--- config.mk ---
export PLATFORM = sky130hd
export DESIGN_NAME = float_literal_parser_core
export DESIGN_NICKNAME = d
export VERILOG_FILES = /design/src/rtl/core/flp_pkg.sv /design/src/rtl/core/flp_in_stage.sv /design/src/rtl/core/flp_parse.sv /design/src/rtl/core/flp_out_stage.sv /design/src/rtl/core/float_literal_parser_core.sv
export SDC_FILE = /design/constraint.sdc
export NUM_CORES = 1
export LEC_CHECK = 0
export BUFFER_PORTS_ARGS = -buffer_cell sky130_fd_sc_hd__buf_2
export CAP_MARGIN = 20
export CELL_PAD_IN_SITES_DETAIL_PLACEMENT = 1
export CELL_PAD_IN_SITES_GLOBAL_PLACEMENT = 1
export CORE_MARGIN = 1
export CORE_UTILIZATION = 46
export CTS_CLUSTER_SIZE = 16
export DETAILED_ROUTE_END_ITERATION = 8
export PLACE_DENSITY_LB_ADDON = 0.1
export SKIP_CTS_REPAIR_TIMING = 1
export SLEW_MARGIN = 10
export SYNTH_ARGS = -nofsm -noshare
export SYNTH_HDL_FRONTEND = slang
export SYNTH_HIERARCHICAL = 1
export SYNTH_SLANG_ARGS = --single-unit
--- constraint.sdc ---
create_clock -name i_clk -period 4.9 [get_ports i_clk]
set_clock_uncertainty 0.2 [all_clocks]
set_input_delay 0 -clock i_clk [delete_from_list [all_inputs] [get_ports i_clk]]
set_output_delay 0 -clock i_clk [all_outputs]
set_load 0.1 [all_outputs]
--- src/rtl/core/flp_pkg.sv ---
package flp_pkg;

    // Counter width used for positions and digit counts.
    localparam int COUNT_BITS_DEF = 16;

    // Fixed widths of the result fields.
    localparam int OUT_CNT_W = 16;

    // Character codes the parser looks at.
    localparam logic [7:0] CH_PLUS  = 8'h2B;
    localparam logic [7:0] CH_MINUS = 8'h2D;
    localparam logic [7:0] CH_POINT = 8'h2E;
    localparam logic [7:0] CH_E     = 8'h45;
    localparam logic [7:0] CH_I     = 8'h49;
    localparam logic [7:0] CH_N     = 8'h4E;
    localparam logic [7:0] CH_F     = 8'h46;
    localparam logic [7:0] CH_D     = 8'h44;
    localparam logic [7:0] CH_A     = 8'h41;

    // Sign codes.
    localparam logic [1:0] SIGN_NONE  = 2'd0;
    localparam logic [1:0] SIGN_PLUS  = 2'd1;
    localparam logic [1:0] SIGN_MINUS = 2'd2;

    // Special-value codes.
    localparam logic [2:0] SPC_NUM  = 3'd0;
    localparam logic [2:0] SPC_PINF = 3'd1;
    localparam logic [2:0] SPC_NINF = 3'd2;
    localparam logic [2:0] SPC_IND  = 3'd3;
    localparam logic [2:0] SPC_NAN  = 3'd4;

    // Most exponent digits allowed.
    localparam logic [2:0] EXP_MAX = 3'd4;

    // One character moving from the input register into the parser.
    typedef struct packed {
        logic       fire;
        logic       is_end;
        logic [7:0] char_byte;
    } t_step;

    // One result item.
    typedef struct packed {
        logic                 valid_res;
        logic [2:0]           special_code;
        logic [1:0]           lead_sign;
        logic [1:0]           exp_sign;
        logic [OUT_CNT_W-1:0] int_digits;
        logic [OUT_CNT_W-1:0] frac_digits;
        logic [2:0]           exp_digits;
        logic [OUT_CNT_W-1:0] literal_start;
        logic [OUT_CNT_W-1:0] literal_length;
    } t_result;

    // Space, tab, LF, VT, FF and CR.
    function automatic logic flp_is_ws(input logic [7:0] c);
        return (c == 8'h20) || (c >= 8'h09 && c <= 8'h0D);
    endfunction

    function automatic logic flp_is_digit(input logic [7:0] c);
        return (c >= 8'h30) && (c <= 8'h39);
    endfunction

    // Lower-case letters map to upper case; everything else passes.
    function automatic logic [7:0] flp_upper(input logic [7:0] c);
        return (c >= 8'h61 && c <= 8'h7A) ? c - 8'h20 : c;
    endfunction

endpackage

--- src/rtl/core/flp_in_stage.sv ---
module flp_in_stage
    import flp_pkg::*;
(
    input  logic       i_clk,
    input  logic       i_rst_n,
    input  logic       i_valid,
    output logic       o_ready,
    input  logic [7:0] i_char_byte,
    input  logic       i_is_end,
    input  logic       i_out_free,
    output t_step      o_step
);

    logic       r_valid;
    logic [7:0] r_char;
    logic       r_end;
    logic       fire;

    // A character moves on at once; an end item waits for a free result slot.
    assign fire    = r_valid && (!r_end || i_out_free);
    assign o_ready = !r_valid || fire;

    assign o_step.fire      = fire;
    assign o_step.is_end    = r_end;
    assign o_step.char_byte = r_char;

    // Valid flag of the input register.
    always_ff @(posedge i_clk) begin
        if (!i_rst_n) begin
            r_valid <= 1'b0;
        end else if (o_ready) begin
            r_valid <= i_valid;
        end
    end

    // Payload of the input register.
    always_ff @(posedge i_clk) begin
        if (i_valid && o_ready) begin
            r_char <= i_char_byte;
            r_end  <= i_is_end;
        end
    end

endmodule

--- src/rtl/core/flp_parse.sv ---
module flp_parse
    import flp_pkg::*;
#(
    parameter int COUNT_BITS = COUNT_BITS_DEF
) (
    input  logic    i_clk,
    input  logic    i_rst_n,
    input  logic    i_cfg_we,
    input  logic    i_cfg_strict,
    input  t_step   i_step,
    output t_result o_result
);

    // Parse phases.
    localparam logic [3:0] PH_LEAD     = 4'd0;
    localparam logic [3:0] PH_SIGN     = 4'd1;
    localparam logic [3:0] PH_MAG_I    = 4'd2;
    localparam logic [3:0] PH_MAG_N    = 4'd3;
    localparam logic [3:0] PH_INT      = 4'd4;
    localparam logic [3:0] PH_FRAC     = 4'd5;
    localparam logic [3:0] PH_EXP_SIGN = 4'd6;
    localparam logic [3:0] PH_EXP_DIG  = 4'd7;
    localparam logic [3:0] PH_TRAIL    = 4'd8;
    localparam logic [3:0] PH_DONE     = 4'd9;
    localparam logic [3:0] PH_REJECT   = 4'd10;

    logic                  r_strict;
    logic [3:0]            r_phase,  n_phase;
    logic [1:0]            r_magic,  n_magic;
    logic [COUNT_BITS-1:0] r_position, n_position;
    logic [COUNT_BITS-1:0] r_int_count, n_int_count;
    logic [COUNT_BITS-1:0] r_frac_count, n_frac_count;
    logic [2:0]            r_exp_count, n_exp_count;
    logic [1:0]            r_lead_sign, n_lead_sign;
    logic [1:0]            r_exp_sign, n_exp_sign;
    logic [2:0]            r_special, n_special;
    logic [COUNT_BITS-1:0] r_start, n_start;
    logic [COUNT_BITS-1:0] r_length, n_length;

    logic [7:0]            c;
    logic [7:0]            u;
    logic                  ws;
    logic                  dg;
    logic [3:0]            body_phase;
    logic [3:0]            stop_phase;
    logic [COUNT_BITS-1:0] pos_inc;
    logic [COUNT_BITS-1:0] len_now;
    logic [COUNT_BITS-1:0] len_magic;
    logic [COUNT_BITS-1:0] len_final;
    logic                  ok;

    logic [COUNT_BITS+OUT_CNT_W-1:0] int_ext;
    logic [COUNT_BITS+OUT_CNT_W-1:0] frac_ext;
    logic [COUNT_BITS+OUT_CNT_W-1:0] start_ext;
    logic [COUNT_BITS+OUT_CNT_W-1:0] len_ext;

    // Character classes of the current character.
    assign c  = i_step.char_byte;
    assign u  = flp_upper(c);
    assign ws = flp_is_ws(c);
    assign dg = flp_is_digit(c);

    // Saturating position step and literal lengths.
    assign pos_inc   = (&r_position) ? r_position : r_position + 1'b1;
    assign len_now   = r_position - r_start;
    assign len_magic = pos_inc - r_start;

    // Phase a character takes when it opens the body of the literal.
    always_comb begin
        if (dg) begin
            body_phase = PH_INT;
        end else if (c == CH_POINT) begin
            body_phase = PH_FRAC;
        end else if (u == CH_I) begin
            body_phase = PH_MAG_I;
        end else if (u == CH_N) begin
            body_phase = PH_MAG_N;
        end else begin
            body_phase = PH_REJECT;
        end
    end

    // Phase after a character that ends a numeric literal.
    always_comb begin
        if (ws) begin
            stop_phase = PH_TRAIL;
        end else if (r_strict) begin
            stop_phase = PH_REJECT;
        end else begin
            stop_phase = PH_DONE;
        end
    end

    // Next parse state for one character.
    always_comb begin
        n_phase      = r_phase;
        n_magic      = r_magic;
        n_position   = r_position;
        n_int_count  = r_int_count;
        n_frac_count = r_frac_count;
        n_exp_count  = r_exp_count;
        n_lead_sign  = r_lead_sign;
        n_exp_sign   = r_exp_sign;
        n_special    = r_special;
        n_start      = r_start;
        n_length     = r_length;

        if (i_step.fire && !i_step.is_end) begin
            n_position = pos_inc;
            case (r_phase)
                PH_LEAD: begin
                    if (!ws) begin
                        n_start = r_position;
                        if (c == CH_PLUS) begin
                            n_lead_sign = SIGN_PLUS;
                            n_phase     = PH_SIGN;
                        end else if (c == CH_MINUS) begin
                            n_lead_sign = SIGN_MINUS;
                            n_phase     = PH_SIGN;
                        end else begin
                            n_phase     = body_phase;
                            n_magic     = 2'd1;
                            n_int_count = dg ? COUNT_BITS'(1) : r_int_count;
                        end
                    end
                end
                PH_SIGN: begin
                    n_phase     = body_phase;
                    n_magic     = 2'd1;
                    n_int_count = dg ? COUNT_BITS'(1) : r_int_count;
                end
                PH_MAG_I: begin
                    if (r_magic == 2'd1 && u == CH_N) begin
                        n_magic = 2'd2;
                    end else if (r_magic == 2'd2 && u == CH_F) begin
                        n_special = (r_lead_sign == SIGN_MINUS) ? SPC_NINF : SPC_PINF;
                        n_length  = len_magic;
                        n_phase   = PH_TRAIL;
                    end else if (r_magic == 2'd2 && u == CH_D) begin
                        n_special = SPC_IND;
                        n_length  = len_magic;
                        n_phase   = PH_TRAIL;
                    end else begin
                        n_phase = PH_REJECT;
                    end
                end
                PH_MAG_N: begin
                    if (r_magic == 2'd1 && u == CH_A) begin
                        n_magic = 2'd2;
                    end else if (r_magic == 2'd2 && u == CH_N) begin
                        n_special = SPC_NAN;
                        n_length  = len_magic;
                        n_phase   = PH_TRAIL;
                    end else begin
                        n_phase = PH_REJECT;
                    end
                end
                PH_INT: begin
                    if (dg) begin
                        n_int_count = (&r_int_count) ? r_int_count : r_int_count + 1'b1;
                    end else if (c == CH_POINT) begin
                        n_phase = PH_FRAC;
                    end else if (u == CH_E) begin
                        n_phase = PH_EXP_SIGN;
                    end else begin
                        n_length = len_now;
                        n_phase  = stop_phase;
                    end
                end
                PH_FRAC: begin
                    if (dg) begin
                        n_frac_count = (&r_frac_count) ? r_frac_count
                                                       : r_frac_count + 1'b1;
                    end else if (r_int_count == '0 && r_frac_count == '0) begin
                        n_phase = PH_REJECT;
                    end else if (u == CH_E) begin
                        n_phase = PH_EXP_SIGN;
                    end else begin
                        n_length = len_now;
                        n_phase  = stop_phase;
                    end
                end
                PH_EXP_SIGN: begin
                    if (c == CH_PLUS) begin
                        n_exp_sign = SIGN_PLUS;
                        n_phase    = PH_EXP_DIG;
                    end else if (c == CH_MINUS) begin
                        n_exp_sign = SIGN_MINUS;
                        n_phase    = PH_EXP_DIG;
                    end else if (dg) begin
                        n_exp_count = 3'd1;
                        n_phase     = PH_EXP_DIG;
                    end else begin
                        n_phase = PH_REJECT;
                    end
                end
                PH_EXP_DIG: begin
                    if (dg) begin
                        if (r_exp_count >= EXP_MAX) begin
                            n_phase = PH_REJECT;
                        end else begin
                            n_exp_count = r_exp_count + 3'd1;
                        end
                    end else if (r_exp_count == 3'd0) begin
                        n_phase = PH_REJECT;
                    end else begin
                        n_length = len_now;
                        n_phase  = stop_phase;
                    end
                end
                PH_TRAIL: begin
                    if (!ws) begin
                        n_phase = r_strict ? PH_REJECT : PH_DONE;
                    end
                end
                default: begin
                end
            endcase
        end else if (i_step.fire) begin
            // The end item closes the string and clears the parse state.
            n_phase      = PH_LEAD;
            n_magic      = 2'd0;
            n_position   = '0;
            n_int_count  = '0;
            n_frac_count = '0;
            n_exp_count  = 3'd0;
            n_lead_sign  = SIGN_NONE;
            n_exp_sign   = SIGN_NONE;
            n_special    = SPC_NUM;
            n_start      = '0;
            n_length     = '0;
        end
    end

    // Judgment of the string at the end item.
    always_comb begin
        ok        = 1'b0;
        len_final = r_length;
        case (r_phase)
            PH_INT: begin
                ok        = 1'b1;
                len_final = len_now;
            end
            PH_FRAC: begin
                ok        = (r_int_count != '0) || (r_frac_count != '0);
                len_final = len_now;
            end
            PH_EXP_DIG: begin
                ok        = (r_exp_count != 3'd0);
                len_final = len_now;
            end
            PH_TRAIL, PH_DONE: begin
                ok = 1'b1;
            end
            default: begin
                ok = 1'b0;
            end
        endcase
    end

    // Counts are zero-extended and cut to the result width.
    assign int_ext   = {{OUT_CNT_W{1'b0}}, r_int_count};
    assign frac_ext  = {{OUT_CNT_W{1'b0}}, r_frac_count};
    assign start_ext = {{OUT_CNT_W{1'b0}}, r_start};
    assign len_ext   = {{OUT_CNT_W{1'b0}}, len_final};

    // A rejected string gives a result of all zeros.
    always_comb begin
        o_result = '0;
        if (ok) begin
            o_result.valid_res      = 1'b1;
            o_result.special_code   = r_special;
            o_result.lead_sign      = r_lead_sign;
            o_result.exp_sign       = r_exp_sign;
            o_result.int_digits     = int_ext[OUT_CNT_W-1:0];
            o_result.frac_digits    = frac_ext[OUT_CNT_W-1:0];
            o_result.exp_digits     = r_exp_count;
            o_result.literal_start  = start_ext[OUT_CNT_W-1:0];
            o_result.literal_length = len_ext[OUT_CNT_W-1:0];
        end
    end

    // Mode register.
    always_ff @(posedge i_clk) begin
        if (!i_rst_n) begin
            r_strict <= 1'b1;
        end else if (i_cfg_we) begin
            r_strict <= i_cfg_strict;
        end
    end

    // Parse state registers.
    always_ff @(posedge i_clk) begin
        if (!i_rst_n) begin
            r_phase      <= PH_LEAD;
            r_magic      <= 2'd0;
            r_position   <= '0;
            r_int_count  <= '0;
            r_frac_count <= '0;
            r_exp_count  <= 3'd0;
            r_lead_sign  <= SIGN_NONE;
            r_exp_sign   <= SIGN_NONE;
            r_special    <= SPC_NUM;
            r_start      <= '0;
            r_length     <= '0;
        end else begin
            r_phase      <= n_phase;
            r_magic      <= n_magic;
            r_position   <= n_position;
            r_int_count  <= n_int_count;
            r_frac_count <= n_frac_count;
            r_exp_count  <= n_exp_count;
            r_lead_sign  <= n_lead_sign;
            r_exp_sign   <= n_exp_sign;
            r_special    <= n_special;
            r_start      <= n_start;
            r_length     <= n_length;
        end
    end

    // After an end item the parser starts over at position zero.
    a_end_clears: assert property (@(posedge i_clk) disable iff (!i_rst_n)
        i_step.fire && i_step.is_end |=> r_phase == PH_LEAD && r_position == '0)
        else $error("parse state not cleared after end item");

    // The literal never starts past the current position.
    a_start_order: assert property (@(posedge i_clk) disable iff (!i_rst_n)
        r_start <= r_position)
        else $error("literal start beyond current position");

    // The exponent digit count stays within its limit.
    a_exp_limit: assert property (@(posedge i_clk) disable iff (!i_rst_n)
        r_exp_count <= EXP_MAX)
        else $error("exponent digit count over limit");

    // A closed literal fits between its start and the current position.
    a_trail_len: assert property (@(posedge i_clk) disable iff (!i_rst_n)
        r_phase == PH_TRAIL |-> r_length <= r_position - r_start)
        else $error("held literal length too long");

endmodule

--- src/rtl/core/flp_out_stage.sv ---
module flp_out_stage
    import flp_pkg::*;
(
    input  logic    i_clk,
    input  logic    i_rst_n,
    input  logic    i_load,
    input  t_result i_result,
    input  logic    i_ready,
    output logic    o_valid,
    output logic    o_free,
    output t_result o_result
);

    logic    r_valid;
    t_result r_result;

    // The slot can take a new result when empty or when it drains this cycle.
    assign o_free   = !r_valid || i_ready;
    assign o_valid  = r_valid;
    assign o_result = r_result;

    // Valid flag of the result register.
    always_ff @(posedge i_clk) begin
        if (!i_rst_n) begin
            r_valid <= 1'b0;
        end else if (i_load) begin
            r_valid <= 1'b1;
        end else if (i_ready) begin
            r_valid <= 1'b0;
        end
    end

    // Payload of the result register.
    always_ff @(posedge i_clk) begin
        if (i_load) begin
            r_result <= i_result;
        end
    end

endmodule

--- src/rtl/core/float_literal_parser_core.sv ---
// Floating-point literal recognizer. The block takes one character per transfer
// on the input channel and one transfer can complete in every clock cycle; an
// item marked as the end of the string produces one result transfer giving
// validity, special-value code, signs, digit counts and the literal's start
// and length. A character passes an input register, then updates the parse
// state; an end item's result loads into the output register as the end item
// leaves the input register. The input stalls only while an end item waits for
// the output register to drain. The strict-mode register resets to 1 and is
// written over its own channel; the user must do so only while idle, unchecked.
module float_literal_parser_core
    import flp_pkg::*;
#(
    parameter int COUNT_BITS = COUNT_BITS_DEF
) (
    input  logic                 i_clk,
    input  logic                 i_rst_n,
    input  logic                 i_cfg_valid,
    output logic                 o_cfg_ready,
    input  logic                 i_cfg_strict_mode,
    input  logic                 i_in_valid,
    output logic                 o_in_ready,
    input  logic [7:0]           i_char_byte,
    input  logic                 i_is_end,
    output logic                 o_out_valid,
    input  logic                 i_out_ready,
    output logic                 o_valid_res,
    output logic [2:0]           o_special_code,
    output logic [1:0]           o_lead_sign,
    output logic [1:0]           o_exp_sign,
    output logic [OUT_CNT_W-1:0] o_int_digits,
    output logic [OUT_CNT_W-1:0] o_frac_digits,
    output logic [2:0]           o_exp_digits,
    output logic [OUT_CNT_W-1:0] o_literal_start,
    output logic [OUT_CNT_W-1:0] o_literal_length
);

    t_step   step;
    t_result parse_result;
    t_result out_result;
    logic    out_free;

    assign o_cfg_ready = 1'b1;

    flp_in_stage u_in_stage (
        .i_clk       (i_clk),
        .i_rst_n     (i_rst_n),
        .i_valid     (i_in_valid),
        .o_ready     (o_in_ready),
        .i_char_byte (i_char_byte),
        .i_is_end    (i_is_end),
        .i_out_free  (out_free),
        .o_step      (step)
    );

    flp_parse #(
        .COUNT_BITS (COUNT_BITS)
    ) u_parse (
        .i_clk        (i_clk),
        .i_rst_n      (i_rst_n),
        .i_cfg_we     (i_cfg_valid),
        .i_cfg_strict (i_cfg_strict_mode),
        .i_step       (step),
        .o_result     (parse_result)
    );

    flp_out_stage u_out_stage (
        .i_clk    (i_clk),
        .i_rst_n  (i_rst_n),
        .i_load   (step.fire && step.is_end),
        .i_result (parse_result),
        .i_ready  (i_out_ready),
        .o_valid  (o_out_valid),
        .o_free   (out_free),
        .o_result (out_result)
    );

    // Result fields onto their ports.
    assign o_valid_res      = out_result.valid_res;
    assign o_special_code   = out_result.special_code;
    assign o_lead_sign      = out_result.lead_sign;
    assign o_exp_sign       = out_result.exp_sign;
    assign o_int_digits     = out_result.int_digits;
    assign o_frac_digits    = out_result.frac_digits;
    assign o_exp_digits     = out_result.exp_digits;
    assign o_literal_start  = out_result.literal_start;
    assign o_literal_length = out_result.literal_length;

endmodule

==> flow_metrics.py, run 1 <==
metrics = {
    "outcome": {
        "status": "complete, but fails checks",
        "violations": "DRC",
    },
    "global_route": {
        "grt_overflow_total": 0,
        "grtUsageMet2_pct": 40.2,
        "grt_pass1_wl_um": 48200,
        "gr-usage-all-layers_pct": 26.2,
        "grt_pass1_vias": 8832,
        "grt_max_degree": 77,
        "grt.met1_usage_pct": 38.5,
        "antenna_found_initial": 0,
        "gr-max-usage-layer": "met2",
        "met3_usage_pct": 3.53,
    },
    "final_layout": {
        "syn_to_final_growth_pct": 13.3,
        "nets": 1298,
        "drive_above_1_share_pct": 15.8,
        "final_area_sq_um": 11800,
        "post-route-util_pct": 53.5,
        "seq_area_sq_um": 4500,
        "final_cells": 1535,
        "n_fill_cell": 2601,
        "multiInputGateArea_sq_um": 5410,
        "diodes": 0,
    },
    "placed_design": {
        "dp_slack_ns": 0.354,
        "dp_hpwl_um": 20700,
        "io_buffers": 91,
        "gp_congestion": 0.894,
        "place_area_sq_um": 11000,
        "placedCellCount": 1486,
    },
    "worst_setup_path": {
        "crit_type": "reg -> reg",
        "cp_max_fo": 12,
        "critPathCaptureType": "register",
        "cp-start-kind": "register",
        "worstPathRequired_ns": 5.03,
        "worstPathArrival_ns": 4.61,
    },
    "run": {
        "maxCapViolCount": 0,
    },
    "synthesis": {
        "synth_cells": 1165,
        "avgSynthCellArea_sq_um": 8.93,
        "syn_nets": 1221,
        "netlist_area_sq_um": 10400,
        "postSynthRegisterBits": 183,
        "synthDistinctLibCells": 99,
        "synthArstFlopShare_pct": 0,
        "synth-main-ff-cell": "dfxtp_1",
        "synth_edf_count": 84,
        "yosysWarnings": 6,
        "yosysSeqAreaShare_pct": 43.3,
    },
    "power_and_ir_drop": {
        "p_per_area_nw_per_um2": 280,
        "leakagePower_nw": 4.32,
        "ir_drop_uv": 198,
    },
    "clock_tree": {
        "cts.reportedPaths.clkPinSlew_ns": 0.08,
        "clkLatencyLatePin_ns": 0.44,
        "clock_tree.root_cell": "clkbuf_16",
        "cts_tree": "yes",
        "cts_buffers": 17,
        "clockBufferDepth": 2,
        "cts_max_level": 4,
        "cts.sinks": 183,
    },
    "drt": {
        "via_per_inst": 5.88,
        "ant_nets": 0,
        "drc_errors": 8,
        "drtPass1Iterations": 7,
        "drt_iter0_drc": 614,
        "num_vias": 9022,
        "wirelength_um": 30200,
        "wl_per_cell_um": 19.7,
    },
    "sta": {
        "rsz0062_at_grt": "false",
        "fin_crit_ns": 4.48,
        "timing.final.max_slew_violations": 0,
        "finalSetupViolCount": 0,
        "relSlewSlack_pct": 29.7,
        "max_freq_ghz": 0.223,
        "worst_slack_ns": 0.420,
        "finalSetupTns_ns": 0,
        "tightest_slew_ns": 1.05,
        "fin_crit_sh_pct": 91.4,
        "hold_violations": 0,
    },
    "floorplanning": {
        "rows": 54,
        "coreArea_sq_um": 22000,
        "dieWidth_um": 152,
        "start_util_pct": 47.2,
        "ios": 93,
        "dieArea_sq_um": 23200,
        "die_h_um": 152,
    },
    "min_path": {
        "hp-class": "in -> reg",
    },
}
[Yosys cell counts (all sizes together) (6+ instances only)]
cell type	instances	area, sq um
and2	12	80.1
nand2	118	445
nor2b	51	319
nand4	15	100
a31oi	7	43.8
nand3b	6	57.6
xnor2	43	377
dfxtp	99	1980
buf	37	243
and3	10	62.6
o21ai	58	294
nand3	25	130
a211oi	7	52.6
a22oi	20	200
edfxtp	84	2520
or3	16	105
a21oi	101	521
or2	7	46.3
clkbuf	28	105
a21o	10	75.1
ha	39	488
xor2	9	78.8
nor3	34	170
nor4	11	75.1
nand2b	11	76.3
nor3b	6	45.0
nor2	153	592
a211o	6	52.6
inv	46	173
a32oi	7	61.3
o21a	10	75.1
[state kept, by name, summed over array words and instances, names as in the netlist]
signal / count
u_parse/r_magic: 2
u_parse/r_lead_sign: 2
u_out_stage/o_result: 75
u_parse/r_exp_sign: 2
u_parse/r_position: 16
u_parse/r_int_count: 16
u_in_stage/r_char: 8
u_parse/r_strict: 1
u_in_stage/r_end: 1
u_parse/r_length: 16
u_parse/r_phase: 4
u_parse/r_start: 16
u_parse/r_frac_count: 16
u_in_stage/r_valid: 1
u_parse/r_exp_count: 3
u_out_stage/o_valid: 1
u_parse/r_special: 3
[power by group]
| group | switching, mW | total (mW) | leakage, nW | internal, mW |
|---|---|---|---|---|
| logic | 0.207 | 0.274 | 2.37 | 0.0678 |
| clock network | 0.707 | 1.40 | 0.292 | 0.691 |
| registers | 0.0191 | 1.63 | 1.66 | 1.61 |
| total | 0.932 | 3.30 | 4.32 | 2.37 |
[area by class of cell]
type	instances	area share [%]
Multi-Input combinational cell	870	45.9
Sequential cell	183	38.2
Timing Repair Buffer	123	6.27
Clock buffer	17	3.61
Tap cell	280	2.97
Inverter	47	1.50
Clock inverter	15	1.49
[metal layers]
metal	wire length, um	share of wire, %	vias up
met3	1400	4.6	31
li1	-	-	4312
met5	0	0	-
met2	13500	45	275
met4	362	1.2	0
met1	14900	49	4404
[through the flow]
step / power (mW) / hold slack (ns)
final: 3.30 / 0.0675
after detailed placement: 1.92 / -0.0211
after CTS: 3.31 / -0.477
after global placement: 1.92 / -0.0224
after global routing: 3.41 / 0.0600
after floorplan: 1.86 / -0.101
[cell families after synthesis]
group                      synth area share [%]
and+or+nand+nor                            23.8
AOI/OAI and AO/OA                          18.1
DFF                                        43.3
buffers and inverters                      5.04
xor gates and xnor gates                   4.38
adders and majority gates                  5.08
muxes                                     0.301
other                                    0.0361
[layout by cell type (no fill, tap or decap), types with 14 or more instances in the layout]
cell type | Yosys | routed
buf_2 | 20 | 91
nand4_1 | 14 | 14
dfxtp_1 | 99 | 99
nand3_1 | 24 | 24
buf_4 | 7 | 15
nand2_1 | 117 | 117
clkbuf_16 | 0 | 17
edfxtp_1 | 84 | 84
xnor2_1 | 43 | 43
nor2b_1 | 51 | 51
inv_1 | 45 | 44
dlygate4sd3_1 | 0 | 17
ha_1 | 39 | 39
or3_1 | 15 | 14
nor3_1 | 34 | 34
o21ai_0 | 53 | 53
nor2_1 | 150 | 150
a21oi_1 | 99 | 98
[path summary, 6_finish.rpt]
check                        startpoint                    to  slack [ns]  cells after the start
setup reg to reg  u_parse/r_position[6]  u_parse/r_length[12]        0.42                     15
hold / removal           i_char_byte[1]  u_in_stage/r_char[1]        0.07                      2
hold reg to reg     u_parse/r_length[5]   u_parse/r_length[5]        0.26                      2
setup / recovery  u_parse/r_position[6]  u_parse/r_length[12]        0.42                     15
[critical path, stage by stage, from the launching register on]
cell and delay [ns]:
dfxtp_1 0.56, and4_1 0.32, nand4_1 0.23, or3_4 0.48, and3_1 0.24, nand3_1 0.14, xnor2_1 0.14, ha_1 0.28
a21oi_1 0.27, nand2_1 0.10, and4b_1 0.30, nor3_1 0.07, a2111oi_1 0.58, xor2_1 0.21, nand2_1 0.07, a22o_1 0.18
Power figures use the tool's default switching activity.
==> run 2: changes to the inputs <==
CTS_BUF_LIST = sky130_fd_sc_hd__clkbuf_16   (was default)
RECOVER_POWER = 25   (was default)
==> flow_metrics.py, run 2 (synthesis results as in run 1) <==
metrics = {
    "outcome": {
        "status": "complete, but fails checks",
        "violations": "DRC, capacitance limit, slew limit",
    },
    "global_route": {
        "grt_pass1_wl_um": 48200,
        "grt_pass1_vias": 8832,
        "grt_overflow_total": 0,
        "gr-usage-all-layers_pct": 26.2,
        "grt_max_degree": 77,
        "antenna_found_initial": 0,
    },
    "clock_tree": {
        "clock_tree.root_cell": "clkbuf_16",
        "cts_buffers": 17,
        "clockBufferDepth": 2,
        "cts_tree": "yes",
        "cts_max_level": 4,
        "clkLatencyLatePin_ns": 0.44,
        "cts.reportedPaths.clkPinSlew_ns": 0.08,
        "cts.sinks": 183,
    },
    "floorplanning": {
        "die_h_um": 152,
        "dieArea_sq_um": 23200,
        "start_util_pct": 47.2,
        "dieWidth_um": 152,
        "coreArea_sq_um": 22000,
        "ios": 93,
        "rows": 54,
    },
    "worst_setup_path": {
        "r2r_slack_ns": 0.41,
        "cp_max_fo": 12,
        "r2r-end": "u_parse/r_length[12]",
        "worstSetupEndpoint": "u_parse/r_length[12]",
        "cp-start-kind": "register",
        "critPathLaunch": "u_parse/r_position[6]",
        "reg2reg_from": "u_parse/r_position[6]",
        "worstPathArrival_ns": 4.62,
        "reg2regPathDepth": 15,
        "critPathCaptureType": "register",
        "crit_type": "reg -> reg",
        "worstPathRequired_ns": 5.03,
    },
    "sta": {
        "rsz0062_at_grt": "false",
        "hold_violations": 0,
        "finalSetupViolCount": 0,
        "max_freq_ghz": 0.223,
        "finalSetupTns_ns": 0,
        "fin_crit_ns": 4.49,
        "fin_crit_sh_pct": 91.6,
        "hold_ws_ns": 0.0674,
        "timing.final.max_slew_violations": 28,
        "relSlewSlack_pct": -8.57,
        "tightest_slew_ns": 1.63,
    },
    "drt": {
        "wl_per_cell_um": 19.7,
        "via_per_inst": 5.88,
        "wirelength_um": 30200,
        "drtPass1Iterations": 7,
        "drt_iter0_drc": 611,
        "ant_nets": 0,
        "num_vias": 9020,
        "drc_errors": 8,
    },
    "run": {
        "maxCapViolCount": 1,
    },
    "placed_design": {
        "gp_congestion": 0.894,
        "io_buffers": 91,
        "dp_hpwl_um": 20700,
    },
    "final_layout": {
        "nets": 1298,
        "drive_above_1_share_pct": 9.64,
        "diodes": 0,
        "final_common_cell": "nor2_1",
        "final_cell_mix": "nor2_1 (150), nand2_1 (117), dfxtp_1 (99)",
        "largest_reg_flops": 75,
        "syn_to_final_growth_pct": 12.3,
    },
    "power_and_ir_drop": {
        "ir_drop_uv": 199,
        "p_per_area_nw_per_um2": 282,
        "leakagePower_nw": 4.06,
    },
    "min_path": {
        "hp-class": "in -> reg",
    },
}
[run 2: cell types whose count changed in the layout (fill, tap and decap cells not counted)]
cell,previous run,this run
buf_4,15,14
buf_2,91,15
clkbuf_1,0,77
[run 2: final cells by class]
cell class / count / area [sq um]
clock buffers: 17 / 425
clock inverters: 15 / 175
fillers: 2610 / 10300
inverters: 47 / 176
multi-input cells: 870 / 5410
flip-flops and latches: 183 / 4500
well taps: 280 / 350
repair buffers: 123 / 639
[run 2: worst min-delay path by stage]
stage,start,to,slack [ns],depth (start not counted)
final,i_char_byte[1],u_in_stage/r_char[1],0.07,2
after global placement,i_char_byte[7],u_in_stage/r_char[7],-0.02,1
after detailed placement,i_char_byte[1],u_in_stage/r_char[1],-0.02,1
after CTS,i_char_byte[1],u_in_stage/r_char[1],-0.48,1
after global routing,i_char_byte[1],u_in_stage/r_char[1],0.06,2
after floorplan,i_char_byte[0],u_in_stage/r_char[0],-0.10,0
[run 2: critical path, stage by stage, from the launching register on]
cell and delay [ns]:
dfxtp_1 0.57, and4_1 0.32, nand4_1 0.24, or3_4 0.48
and3_1 0.24, nand3_1 0.14, xnor2_1 0.14, ha_1 0.28
a21oi_1 0.26, nand2_1 0.09, and4b_1 0.29, nor3_1 0.07
a2111oi_1 0.60, xor2_1 0.21, nand2_1 0.07, a22o_1 0.18
[run 2: power by group]
group          total [mW]  internal, mW  switching [mW]
logic               0.272        0.0650           0.207
clock network        1.40         0.691           0.705
registers            1.63          1.61          0.0194
total                3.29          2.36           0.932
[run 2: stage by stage]
| step | cell area, sq um | instances | total power, mW | utilization (%) | setup slack (ns) |
|---|---|---|---|---|---|
| after floorplan | 10400 | 1165 | 1.86 | - | 1.10 |
| after global placement | 11000 | 1486 | 1.92 | 49.9 | 0.494 |
| after detailed placement | 11000 | 1486 | 1.92 | 49.9 | 0.354 |
| after CTS | 11600 | 1518 | 3.31 | 52.7 | 0.0982 |
| after global routing | 11700 | 1535 | 3.41 | 53.0 | 0.147 |
| final | 11700 | 1535 | 3.29 | 53.0 | 0.412 |
[run 2: metal layers]
| layer | part of all wire, % | global-route usage (%) |
|---|---|---|
| met1 | 50 | 38.5 |
| met2 | 45 | 40.2 |
| met3 | 4.8 | 3.53 |
| met4 | 1.1 | 6.95 |
| met5 | 0 | 0 |
==> run 3: changes to the inputs <==
ABC_AREA = 1   (was default)
CORE_UTILIZATION = 45   (was 46)
==> flow_metrics.py, run 3 <==
metrics = {
    "synthesis": {
        "synth_most_common_cell": "nand2_1",
        "postSynthRegisterBits": 183,
        "synthDistinctLibCells": 50,
        "netlist_area_sq_um": 10600,
        "yosysWarnings": 6,
        "synth-main-ff-cell": "dfxtp_1",
        "ys_top_cells_by_area": "edfxtp_1 (24%), dfxtp_1 (19%), nand2_1 (10%), nor2_1 (6.7%), a21oi_1 (5.9%)",
        "syn_nets": 1464,
        "synth_edf_count": 84,
        "synthArstFlopShare_pct": 0,
        "avgSynthCellArea_sq_um": 7.54,
        "synth_common_cells": "nand2_1 (293), nor2_1 (190), inv_1 (165)",
        "yosysSeqAreaShare_pct": 42.4,
        "synth_cells": 1408,
        "synth_top_area_share_pct": 23.8,
        "synth.largest_area_cell": "edfxtp_1",
    },
    "drt": {
        "ant_nets": 0,
        "num_vias": 10100,
        "drt_iter0_drc": 647,
        "wirelength_um": 33500,
        "drtPass1Iterations": 5,
        "wl_per_cell_um": 18.4,
        "via_per_inst": 5.52,
        "drc_errors": 0,
    },
    "final_layout": {
        "nets": 1556,
        "n_fill_cell": 2971,
        "syn_to_final_growth_pct": 12.7,
        "final_area_sq_um": 12000,
        "drive_above_1_share_pct": 8.79,
        "largest_reg_flops": 75,
        "diodes": 0,
        "final_cell_mix": "nand2_1 (293), nor2_1 (190), inv_1 (163)",
        "final_common_cell": "nand2_1",
    },
    "sta": {
        "timing.final.max_slew_violations": 0,
        "max_freq_ghz": 0.270,
        "rsz0062_at_grt": "false",
        "hold_violations": 0,
        "hold_ws_ns": 0.0730,
        "finalSetupViolCount": 0,
        "worst_slack_ns": 1.20,
        "fin_crit_ns": 3.70,
        "finalSetupTns_ns": 0,
        "tightest_slew_ns": 1.22,
        "fin_crit_sh_pct": 75.6,
        "relSlewSlack_pct": 18.8,
    },
    "floorplanning": {
        "ios": 93,
        "start_util_pct": 46.3,
        "dieWidth_um": 156,
        "dieArea_sq_um": 24200,
        "die_h_um": 156,
        "coreArea_sq_um": 22900,
        "rows": 55,
    },
    "placed_design": {
        "dp_hpwl_um": 25000,
        "gp_congestion": 0.945,
        "io_buffers": 91,
        "dp_slack_ns": 1.26,
        "place_area_sq_um": 11300,
    },
    "run": {
        "maxCapViolCount": 0,
    },
    "clock_tree": {
        "clockBufferDepth": 2,
        "cts.sinks": 183,
        "cts_buffers": 17,
        "cts.reportedPaths.clkPinSlew_ns": 0.08,
        "clock_tree.root_cell": "clkbuf_16",
        "clkLatencyLatePin_ns": 0.44,
        "cts_max_level": 4,
        "cts_tree": "yes",
    },
    "outcome": {
        "status": "completed",
    },
    "power_and_ir_drop": {
        "ir_drop_uv": 218,
        "leakagePower_nw": 4.70,
        "p_per_area_nw_per_um2": 280,
    },
    "min_path": {
        "min_to": "u_in_stage/r_char[2]",
        "hold_start": "i_char_byte[2]",
        "hp-class": "in -> reg",
        "whs_path_depth": 2,
    },
    "worst_setup_path": {
        "r2r-end": "u_parse/r_length[13]",
        "cpMaxStageDelayCell": "dfxtp_1",
        "cp-start-kind": "register",
        "crit_type": "reg -> reg",
        "cpPeakStageDelay_ns": 0.49,
        "cp_cell_sequence": "ha_1 -> nand3_1 -> or2_2 -> nor2_4 -> inv_1 -> nand2_1 -> ha_1 -> a21oi_1 -> o21ai_0 -> a211oi_1 -> nand3_1 -> nand3_1 -> nand3_2 -> a21oi_2",
        "worstPathArrival_ns": 3.87,
        "reg2regPathDepth": 14,
        "cp_max_fo": 11,
        "worstPathRequired_ns": 5.07,
        "r2r_slack_ns": 1.20,
        "crit_top_cell": "nand3_1",
        "critPathCaptureType": "register",
        "reg2reg_from": "u_parse/r_position[1]",
    },
    "global_route": {
        "gr-usage-all-layers_pct": 28.2,
        "antenna_found_initial": 0,
        "grt_pass1_wl_um": 53300,
        "grt_pass1_vias": 9919,
        "grt_max_degree": 44,
        "grt_overflow_total": 0,
    },
}
## run 3: changes by cell type in the layout (fill, tap and decap cells not counted), moves of 12 or more
| cell | before | now |
|---|---|---|
| a21oi_1 | 98 | 126 |
| a21oi_2 | 2 | 14 |
| inv_1 | 44 | 163 |
| inv_2 | 2 | 16 |
| nand2_1 | 117 | 293 |
| nand3_1 | 24 | 84 |
| nand4_1 | 14 | 35 |
| nor2_1 | 150 | 190 |
| nor2b_1 | 51 | 0 |
| o21ai_0 | 53 | 73 |
| or3_1 | 14 | 0 |
| xnor2_1 | 43 | 12 |
## run 3: kinds of logic (layout without fill, tap and decap cells)
| kind of cell | Yosys count | count (layout) | synth area share, % |
|---|---|---|---|
| XOR/XNOR | 29 | 29 | 2.39 |
| adder cells (fa/ha/maj) | 41 | 41 | 4.97 |
| AO/OA/AOI/OAI | 252 | 252 | 13.2 |
| flip-flops | 183 | 183 | 42.4 |
| other | 1 | 1 | 0.0353 |
| AND/OR/NAND/NOR | 680 | 680 | 28.5 |
| buffers and inverters | 222 | 327 | 8.41 |
## run 3: metrics by stage
| step | total power, mW | util [%] | cells |
|---|---|---|---|
| 6_report | 3.35 | 52.2 | 1826 |
| 5_1_grt | 3.46 | 52.2 | 1826 |
| 4_1_cts | 3.37 | 52.0 | 1810 |
| 3_5_place_dp | 1.95 | 49.3 | 1778 |
| 3_3_place_gp | 1.94 | 49.3 | 1778 |
| 2_1_floorplan | 1.88 | - | 1408 |
## run 3: power breakdown
group	internal [mW]	switching (mW)	total, mW
Combinational	0.0581	0.230	0.288
Sequential	1.62	0.0166	1.63
Clock	0.734	0.695	1.43
## run 3: per-layer routing
metal  global-route usage (%)  vias up  routed length, um
met3                     2.83       34               1370
met2                     45.1      287              15300
met1                     40.7     4908              16500
met4                     7.61        0                398
met5                        0        -                  0
li1                         -     4849                  -
## run 3: area by class of cell
cell class                 count  area, sq um  area share [%]
sequential                   183         4500            37.6
multi-input combinational   1003         5210            43.6
clock inverter                15          180            1.51
inverter                     181          681            5.69
timing repair buffer         114          573            4.79
tap                          313          392            3.27
clock buffer                  17          425            3.55
## run 3: worst max-delay path: cells and delay by family, from the launching register on
family / cells / cell delay, ns
AO/OA/AOI/OAI: 4 / 0.89
adder cells (fa/ha/maj): 2 / 0.59
buffers and inverters: 1 / 0.18
flip-flops: 1 / 0.49
AND/OR/NAND/NOR: 7 / 1.28
## run 3: worst max path at each step
stage / depth (start not counted) / from / slack [ns] / endpoint
after floorplan: 6 / u_out_stage/o_valid / 1.53 / u_out_stage/o_result[0]
after global routing: 16 / u_parse/r_position[1] / 0.84 / u_parse/r_length[13]
after detailed placement: 14 / u_parse/r_position[1] / 1.26 / u_parse/r_length[13]
after global placement: 15 / u_parse/r_position[1] / 1.32 / u_parse/r_length[13]
final: 14 / u_parse/r_position[1] / 1.20 / u_parse/r_length[13]
after CTS: 14 / u_parse/r_position[1] / 1.24 / u_parse/r_length[13]
